===== src/rtl/cts_pkg.sv =====
package cts_pkg;

	// operation codes on op
	localparam logic [2:0] OP_INSERT    = 3'd0;
	localparam logic [2:0] OP_DELETE    = 3'd1;
	localparam logic [2:0] OP_INORDER   = 3'd2;
	localparam logic [2:0] OP_PREORDER  = 3'd3;
	localparam logic [2:0] OP_POSTORDER = 3'd4;

	// result status codes
	localparam logic [1:0] ST_OK    = 2'd0;
	localparam logic [1:0] ST_EMPTY = 2'd1;
	localparam logic [1:0] ST_FULL  = 2'd2;

	// walker phases: arrived from parent, back from left child, back from right child
	localparam logic [1:0] PH_DOWN       = 2'd0;
	localparam logic [1:0] PH_FROM_LEFT  = 2'd1;
	localparam logic [1:0] PH_FROM_RIGHT = 2'd2;

	typedef struct packed {
		logic accept;    // transfer of a new item this cycle
		logic walk_run;  // advance the walker one phase
		logic flush;     // release the held value as the final result
	} cts_cmd_t;

	typedef struct packed {
		logic cnt_zero;  // tree is empty
		logic walk_done; // walker is leaving the root this cycle
	} cts_stat_t;

endpackage


===== src/rtl/cts_ram.sv =====
module cts_ram #(
	parameter int WIDTH = 32,
	parameter int DEPTH = 64
) (
	input  logic                                     clk,
	input  logic                                     we,
	input  logic [(DEPTH > 1 ? $clog2(DEPTH) : 1)-1:0] waddr,
	input  logic [WIDTH-1:0]                         wdata,
	input  logic [(DEPTH > 1 ? $clog2(DEPTH) : 1)-1:0] raddr,
	output logic [WIDTH-1:0]                         rdata
);

	logic [WIDTH-1:0] mem_q [DEPTH];

	always_ff @(posedge clk) begin
		if (we) begin
			mem_q[waddr] <= wdata;
		end
		rdata <= mem_q[raddr];
	end

endmodule


===== src/rtl/cts_ctrl.sv =====
module cts_ctrl
	import cts_pkg::*;
(
	input  logic      clk,
	input  logic      arst_n,
	input  logic      start,
	input  logic [2:0] op,
	input  cts_stat_t stat,
	output cts_cmd_t  cmd,
	output logic      busy
);

	localparam logic [1:0] S_IDLE  = 2'd0;
	localparam logic [1:0] S_WALK  = 2'd1;
	localparam logic [1:0] S_DRAIN = 2'd2;
	localparam logic [1:0] S_FLUSH = 2'd3;

	logic [1:0] state_q;
	logic [1:0] state_d;
	logic       is_trav;

	assign is_trav = (op == OP_INORDER) || (op == OP_PREORDER) || (op == OP_POSTORDER);

	always_comb begin
		state_d      = state_q;
		cmd.accept   = 1'b0;
		cmd.walk_run = 1'b0;
		cmd.flush    = 1'b0;
		case (state_q)
			S_IDLE: begin
				cmd.accept = start;
				if (start && is_trav && !stat.cnt_zero) begin
					state_d = S_WALK;
				end
			end
			S_WALK: begin
				cmd.walk_run = 1'b1;
				if (stat.walk_done) begin
					state_d = S_DRAIN;
				end
			end
			// the last read is landing in the hold register
			S_DRAIN: begin
				state_d = S_FLUSH;
			end
			S_FLUSH: begin
				cmd.flush = 1'b1;
				state_d   = S_IDLE;
			end
			default: begin
				state_d = S_IDLE;
			end
		endcase
	end

	always_ff @(posedge clk or negedge arst_n) begin
		if (!arst_n) begin
			state_q <= S_IDLE;
		end else begin
			state_q <= state_d;
		end
	end

	assign busy = (state_q != S_IDLE);

endmodule


===== src/rtl/cts_dp.sv =====
module cts_dp
	import cts_pkg::*;
#(
	parameter int CAPACITY = 64
) (
	input  logic               clk,
	input  logic               arst_n,
	input  cts_cmd_t           cmd,
	input  logic [2:0]         op,
	input  logic signed [31:0] value,
	output cts_stat_t          stat,
	output logic               strobe,
	output logic signed [31:0] item,
	output logic [1:0]         status,
	output logic               last
);

	localparam int IDX_W = (CAPACITY > 1) ? $clog2(CAPACITY) : 1;
	localparam int CNT_W = $clog2(CAPACITY + 1);
	localparam int CW    = IDX_W + 2;

	logic [CNT_W-1:0] count_q;
	logic [IDX_W-1:0] cur_q;
	logic [1:0]       ph_q;
	logic [2:0]       mode_q;

	logic [CW-1:0]    left_ix;
	logic [CW-1:0]    right_ix;
	logic [CW-1:0]    count_x;
	logic             left_ok;
	logic             right_ok;
	logic [IDX_W-1:0] cur_m1;
	logic [IDX_W-1:0] parent;
	logic             emit;
	logic             full;
	logic             single;
	logic [1:0]       single_st;
	logic             wr_en;

	logic             emit_s1;
	logic [31:0]      rdata;
	logic [31:0]      pend_q;
	logic             pend_v_q;

	assign full     = (count_q == CNT_W'(CAPACITY));
	assign count_x  = CW'(count_q);
	assign left_ix  = CW'({cur_q, 1'b1});
	assign right_ix = left_ix + CW'(1);
	assign left_ok  = (left_ix < count_x);
	assign right_ok = (right_ix < count_x);
	assign cur_m1   = cur_q - IDX_W'(1);
	assign parent   = cur_m1 >> 1;

	assign stat.cnt_zero  = (count_q == '0);
	assign stat.walk_done = (ph_q == PH_FROM_RIGHT) && (cur_q == '0);

	always_comb begin
		case (ph_q)
			PH_DOWN:       emit = (mode_q == OP_PREORDER);
			PH_FROM_LEFT:  emit = (mode_q == OP_INORDER);
			PH_FROM_RIGHT: emit = (mode_q == OP_POSTORDER);
			default:       emit = 1'b0;
		endcase
	end

	// single-result operations and the empty traversal
	always_comb begin
		single    = 1'b1;
		single_st = ST_OK;
		wr_en     = 1'b0;
		case (op)
			OP_INSERT: begin
				single_st = full ? ST_FULL : ST_OK;
				wr_en     = cmd.accept && !full;
			end
			OP_DELETE: begin
				single_st = stat.cnt_zero ? ST_EMPTY : ST_OK;
			end
			OP_INORDER, OP_PREORDER, OP_POSTORDER: begin
				single    = stat.cnt_zero;
				single_st = ST_EMPTY;
			end
			default: begin
				single_st = ST_OK;
			end
		endcase
	end

	cts_ram #(
		.WIDTH(32),
		.DEPTH(CAPACITY)
	) u_ram (
		.clk  (clk),
		.we   (wr_en),
		.waddr(count_q[IDX_W-1:0]),
		.wdata(value),
		.raddr(cur_q),
		.rdata(rdata)
	);

	always_ff @(posedge clk or negedge arst_n) begin
		if (!arst_n) begin
			count_q  <= '0;
			emit_s1  <= 1'b0;
			pend_v_q <= 1'b0;
			strobe   <= 1'b0;
		end else begin
			emit_s1 <= cmd.walk_run && emit;
			if (cmd.accept) begin
				if (op == OP_INSERT && !full) begin
					count_q <= count_q + CNT_W'(1);
				end else if (op == OP_DELETE && !stat.cnt_zero) begin
					count_q <= count_q - CNT_W'(1);
				end
				strobe <= single;
			end else if (emit_s1) begin
				strobe   <= pend_v_q;
				pend_v_q <= 1'b1;
			end else if (cmd.flush) begin
				strobe   <= 1'b1;
				pend_v_q <= 1'b0;
			end else begin
				strobe <= 1'b0;
			end
		end
	end

	always_ff @(posedge clk) begin
		if (cmd.accept) begin
			item   <= '0;
			status <= single_st;
			last   <= 1'b1;
			mode_q <= op;
			cur_q  <= '0;
			ph_q   <= PH_DOWN;
		end else begin
			if (emit_s1) begin
				item   <= pend_q;
				status <= ST_OK;
				last   <= 1'b0;
				pend_q <= rdata;
			end else if (cmd.flush) begin
				item   <= pend_q;
				status <= ST_OK;
				last   <= 1'b1;
			end
			if (cmd.walk_run) begin
				case (ph_q)
					PH_DOWN: begin
						if (left_ok) begin
							cur_q <= left_ix[IDX_W-1:0];
						end else begin
							ph_q <= PH_FROM_LEFT;
						end
					end
					PH_FROM_LEFT: begin
						if (right_ok) begin
							cur_q <= right_ix[IDX_W-1:0];
							ph_q  <= PH_DOWN;
						end else begin
							ph_q <= PH_FROM_RIGHT;
						end
					end
					PH_FROM_RIGHT: begin
						if (cur_q != '0) begin
							cur_q <= parent;
							ph_q  <= cur_q[0] ? PH_FROM_LEFT : PH_FROM_RIGHT;
						end
					end
					default: begin
						ph_q <= PH_FROM_RIGHT;
					end
				endcase
			end
		end
	end

endmodule


===== src/rtl/complete_tree_store_traversal.sv =====
// Complete binary tree store. Values are kept heap-indexed in a RAM of
// CAPACITY entries with a node count: insert appends at the next level-order
// slot, delete drops the last slot, and the three depth-first traversals walk
// the tree and emit every stored value. An item transfers on a clock edge with
// start high and busy low. Each result appears for exactly one cycle with
// strobe high and must be taken then; the receiver cannot stall the block.
// Insert, delete, unused op codes and traversals of an empty tree give one
// result in the cycle after the transfer and keep busy low, so a new item may
// follow on the next cycle. A traversal holds busy while a walker with no
// stack steps through the heap indices one phase per cycle (arrive, back
// from left, back from right) for every node; a drain state then lets the
// last RAM read land and a flush state releases the held value as the final result.
module complete_tree_store_traversal
	import cts_pkg::*;
#(
	parameter int CAPACITY = 64
) (
	input  logic               clk,
	input  logic               arst_n,
	input  logic               start,
	output logic               busy,
	input  logic [2:0]         op,
	input  logic signed [31:0] value,
	output logic               strobe,
	output logic signed [31:0] item,
	output logic [1:0]         status,
	output logic               last
);

	cts_cmd_t  cmd;
	cts_stat_t stat;

	// sequence each transfer: single-result ops, then the walk and the drain
	cts_ctrl u_ctrl (
		.clk   (clk),
		.arst_n(arst_n),
		.start (start),
		.op    (op),
		.stat  (stat),
		.cmd   (cmd),
		.busy  (busy)
	);

	// hold the node count, the value RAM, the walker and the result register
	cts_dp #(
		.CAPACITY(CAPACITY)
	) u_dp (
		.clk   (clk),
		.arst_n(arst_n),
		.cmd   (cmd),
		.op    (op),
		.value (value),
		.stat  (stat),
		.strobe(strobe),
		.item  (item),
		.status(status),
		.last  (last)
	);

endmodule


===== config.mk =====
export PLATFORM = sky130hd
export DESIGN_NAME = complete_tree_store_traversal
export DESIGN_NICKNAME = d
export VERILOG_FILES = /design/src/rtl/cts_pkg.sv /design/src/rtl/cts_ram.sv /design/src/rtl/cts_ctrl.sv /design/src/rtl/cts_dp.sv /design/src/rtl/complete_tree_store_traversal.sv
export SDC_FILE = /design/constraint.sdc
export NUM_CORES = 2
export LEC_CHECK = 0
export BUFFER_PORTS_ARGS = -buffer_cell sky130_fd_sc_hd__clkbuf_2
export CAP_MARGIN = 15
export CORE_ASPECT_RATIO = 0.7
export CORE_MARGIN = 10
export CORE_UTILIZATION = 40
export DETAILED_ROUTE_END_ITERATION = 8
export HOLD_SLACK_MARGIN = 0.1
export REMOVE_ABC_BUFFERS = 1
export SYNTH_ARGS = -nofsm -noshare
export SYNTH_HDL_FRONTEND = slang
export SYNTH_SLANG_ARGS = --single-unit
export TNS_END_PERCENT = 50

===== constraint.sdc =====
create_clock -name clk -period 11.3 [get_ports clk]
set_input_delay 2.26 -clock clk [delete_from_list [all_inputs] [get_ports clk]]
set_output_delay 2.26 -clock clk [all_outputs]
set_load 0.01 [all_outputs]

# After elaboration in Yosys (flattened, before gate mapping)
# Memory sizes are Yosys's and may differ from the RTL's. A register that Yosys moved wholly into a read port is not among the register bits.
# Cells that the tools add are included.
[classes] eq_ne=19 n_reduce_logical=29 n_addsub=4 n_lt_le_gt_ge=2 mux=37 bitwise=1
[ops] cell="$mux 32" n=2
[ops] cell="$mux 2" n=10
[ops] cell="$mux 6" n=3
[ops] cell="$pmux 6 s3" n=1
[ops] cell="$mux 1" n=15
[ops] cell="$mux 7" n=2
[ops] cell="$eq 3x2->1 const B" n=4
[ops] cell="$pmux 2 s3" n=2
[ops] cell="$add 7x1->8 const B" n=1
[ops] cell="$lt 8x7->1" n=1
[ops] cell="$pmux 2 s4" n=1
[ops] cell="$reduce_and 2->1" n=4
[ops] cell="$add 7x1->7 const B" n=1
[ops] cell="$eq 7x7->1 const B" n=1
[ops] cell="$logic_and 1x1->1" n=7
[ops] cell="$logic_not 7->1" n=1
[ops] cell="$lt 7x7->1" n=1
[ops] cell="$sub 7x1->7 const B" n=1
[ops] cell="$eq 2x2->1 const B" n=3
[ops] cell="$eq 3x3->1 const B" n=2
[ops] cell="$logic_not 6->1" n=1
[ops] cell="$ne 2x1->1 const B" n=3
[ops] cell="$ne 2x2->1 const B" n=3
[ops] cell="$reduce_bool 2->1" n=3
[ops] cell="other kinds (14)" n=19
[totals] ram_bits=2048 mem_count=1 reg_bits=90 input_bits=38 wordCells=105
[memory_table] name="u_dp.u_ram.mem_q" depth=64 word_bits=32 rd=1 rd_ports_with_merged_regs=1 wr=1 line_no="cts_ram.sv:13" source="logic [WIDTH-1:0] mem_q [DEPTH];"

# Depth between registers and ports, before layout
[logic_depth] depth_word=7 depth_mapped=14

# Hierarchy
# Synthesis repeated with hierarchy kept, for this count alone.
[unflattened] hier_cells=3665 area_unflattened_um2=82556.7
[modules_own_cells] mod="cts_ram" area_per_inst_um2=78515.3 instances=1 cells_per_inst=3324 seq_area_each_um2=62139.6
[modules_own_cells] mod="cts_dp" area_per_inst_um2=3842.4 instances=1 cells_per_inst=321 seq_area_each_um2=2182.1
[modules_own_cells] mod="cts_ctrl" area_per_inst_um2=198.9 instances=1 cells_per_inst=20 seq_area_each_um2=50.0

# Worst setup path before layout
# No wires, ideal clock.
[synth_timing] path_kind="input to register" start="input start" end="memory u_dp.u_ram.mem_q[0][0] (enable)" n_path_buf=1 t_arrival_ns=6.077 slack_ns=4.722 cell_stages=5 path_cell_list="nand2_1 inv_1 clkbuf_1 nand2_1 nor4_1"
[synth_lines] element="from (decl)" line_no="complete_tree_store_traversal.sv:20" source="input logic start,"
[synth_lines] element="to (decl)" line_no="cts_ram.sv:13"

# Worst setup path in the final report
[layout_timing] start="input start" end="memory u_dp.u_ram.mem_q[54][0] (enable)"
[layout_between] elab_chain_cells=5
[layout_rtl] element="$mux 1" line_no="cts_ctrl.sv:29" source="case (state_q)"
[layout_rtl] element="$logic_and 1x1->1" line_no="cts_dp.sv:74" source="wr_en = cmd.accept && !full;"
[layout_rtl] element="$mux 1" line_no="cts_dp.sv:71" source="case (op)"
[layout_rtl] element="$mux 1" line_no="cts_ram.sv:16" source="if (we) begin"
[layout_rtl] element="$mux 1 (not written as such)" line_no="cts_ram.sv:17" source="mem_q[waddr] <= wdata;"
# Every way passes these cells.

==> results.toml <==
[status]
status = "complete, but fails checks"
violations = "slew limit"

[sta]
hold_viol = 0
setup_viol = 0
report.final.slew_viol_count = 1
holdWs_ps = 399
period_share_pct = 50.6
slew_headroom_pct = -1.28
fin_skew_ps = 62.2
period_minus_slack_ps = 5720
max_freq_mhz = 175
rsz0062_at_grt = "no"
worstMarginPinSlew_ps = 1520
tns_ps = 0

[drt]
via_count = 40207
drt_pre_antenna_iters = 6
vias_per_cell = 5.87
remaining_drc_errors = 0
first_iter_violations = 5603
avgRoutedWirePerCell_microns = 31.3
ant_nets = 0
wirelength_microns = 214000

[worst_setup_path]
worst_r2r_path_depth = 8
critical_path_required_ps = 11700
critPathKind = "in -> reg"
cp-startpoint = "start"
end_kind = "flip-flop"
worstSetupStartpointType = "input pin"
arrival_ps = 6120
r2r-end = "u_dp.u_ram.mem_q[54][0]"
r2r_setup_slack_ps = 6390
crit_fanout = 32
r2r-start = "u_ctrl.state_q[0]"

[floorplanning]
core_area_sq_um = 205000
pin_count = 75
die_area_sq_um = 225000
rows = 139
initial_core_util_pct = 40.2
chipHeight_microns = 400
die_w_microns = 563

[global_routing]
antenna_found_initial = 10
first_global_vias = 38413
grt_max_degree = 105
grt.total_usage_pct = 18.5
grt_first_pass_wirelength_microns = 301000
overflow = 0

[synthesis]
synthDistinctLibCells = 60
synthCells = 3783
ys_seq_elements = 2170
ys_warn_count = 0
synth_edf_count = 2085
synth-seq-area-share_pct = 78.0
yosys_most_used_dff = "edfxtp_1"
syn_avg_cell_area_sq_um = 21.8
netlist_area_sq_um = 82500
async_flop_share_pct = 0.553

[hold_path]
min_path_cells = 0
worstHoldStart = "u_dp.u_ram.rdata[29]"
hold_class = "reg -> reg"
worstHoldEndpoint = "u_dp.pend_q[29]"

[clock_tree]
cts_max_path_buffers = 4
postCtsSetupBuffers = 0
clk_pin_slew_ps = 60
post_cts_resized = 0
cts.sinks = 2170
tritoncts = "done"
numCtsBuffers = 199
htreeDepth = 4
postCtsHoldBufs = 0
insertion_delay_ps = 850
root_buffer = "clkbuf_16"

[final_layout]
seqCellArea_sq_um = 64400
final_cell_mix = "edfxtp_1 (2,085), mux4_2 (463), clkbuf_16 (201)"
finalNonFillerCells = 6855
layout_commonest_cell = "edfxtp_1"
fillerInstances = 17005
final_cell_area_sq_um = 92800
multiInputGateArea_sq_um = 17500
syn2layout_area_growth_pct = 12.4
fin_nets = 4022
layout-drive-gt1-share_pct = 24.6

[placed_design]
place_hpwl_microns = 126000
gp_congestion = 0.843
io_buffer_count = 74
post_dp_cell_area_sq_um = 86700
dpl.cell_count = 6499

[run]
drv_cap = 0

[power]
power.density_nw_per_um2 = 165
peakVddDrop_v = 0.000125
power_mw = 15.3
p_leak_nw = 30.0
-- critical path, stage by stage --
cell	delay [ps]
clkbuf_2	90
nand2_1	280
inv_1	510
nand2_1	200
nor2_1	670
nand3_1	870
nor2_4	1190
-- power by group --
part           leakage, nW  switching (mW)  internal (mW)
Clock                 2.97            2.87           3.50
Sequential            19.5               0           8.80
Combinational         7.54           0.154         0.0128
-- area by class of cell --
class,count,share of cell area (%)
well taps,2749,3.71
diodes,3,0.00809
clock buffers,261,5.81
flip-flops and latches,2170,69.4
clock inverters,90,0.676
repair buffers,184,1.41
multi-input cells,1378,18.9
inverters,20,0.0809
-- cells by family after synthesis --
family | share of synthesized area [%]
AOI/OAI and AO/OA | 3.90
DFF | 78.0
xor gates and xnor gates | 0.159
buffers and inverters | 1.36
adders and majority gates | 0.479
muxes | 14.5
and+or+nand+nor | 1.57
-- sequential cells by signal, summed over array words and instances (netlist names), 2 cells and up --
signal	cells
u_dp.u_ram.rdata	32
u_dp.cur_q	6
u_dp.ph_q	2
u_dp.mode_q	3
u_dp.count_q	7
u_dp.status	2
u_dp.u_ram.mem_q	2048
u_ctrl.state_q	2
u_dp.pend_q	32
u_dp.item	32
-- how the worst max path moves through the flow --
stage | to | cells after the start | slack [ps]
6_report | u_dp.u_ram.mem_q[54][0] | 7 | 5580
5_1_grt | u_dp.u_ram.mem_q[54][11] | 7 | 5400
4_1_cts | u_dp.u_ram.mem_q[54][8] | 7 | 5690
3_5_place_dp | u_dp.u_ram.mem_q[54][8] | 7 | 4840
3_3_place_gp | u_dp.u_ram.mem_q[54][27] | 7 | 4940
2_1_floorplan | u_dp.u_ram.rdata[0] | 5 | -13170
-- synth_stat cells, drive strengths merged, types with 3 or more instances --
cell type / number / area [sq um]
mux4: 463 / 10400
dfrtp: 12 / 300
a221oi: 20 / 175
o211ai: 7 / 52.6
nand2: 49 / 184
xnor2: 8 / 70.1
nor2b: 31 / 194
a21oi: 88 / 440
nand2b: 9 / 56.3
nor2: 95 / 357
a22oi: 132 / 991
o22ai: 14 / 87.6
mux2i: 140 / 1400
nand3: 34 / 170
and2: 5 / 31.3
inv: 20 / 75.1
a222oi: 10 / 100
dfxtp: 73 / 1460
buf: 118 / 683
o2bb2ai: 20 / 175
and3: 9 / 56.3
a211oi: 33 / 248
edfxtp: 2085 / 62600
o21ai: 36 / 180
a21o: 3 / 22.5
ha: 30 / 375
a22o: 38 / 333
nand4: 5 / 37.5
xor2: 7 / 61.3
or4: 12 / 90.1
mux2: 13 / 146
o221ai: 10 / 87.6
nor3: 9 / 45.0
a311oi: 20 / 175
clkbuf: 97 / 364
-- stage by stage --
| step | utilization (%) | setup WS (ps) |
|---|---|---|
| 5_1_grt | 45.2 | 5400 |
| 3_3_place_gp | 42.3 | 4940 |
| 2_1_floorplan | - | -13170 |
| 6_report | 45.2 | 5580 |
| 4_1_cts | 45.2 | 5690 |
| 3_5_place_dp | 42.3 | 4840 |
-- layer usage --
layer / part of all wire [%] / global-route usage (%)
met5: 0 / 0
met4: 1.8 / 3.63
met3: 11 / 4.47
met2: 41 / 24.9
met1: 46 / 30.3
(Power assumes the default switching activity.)
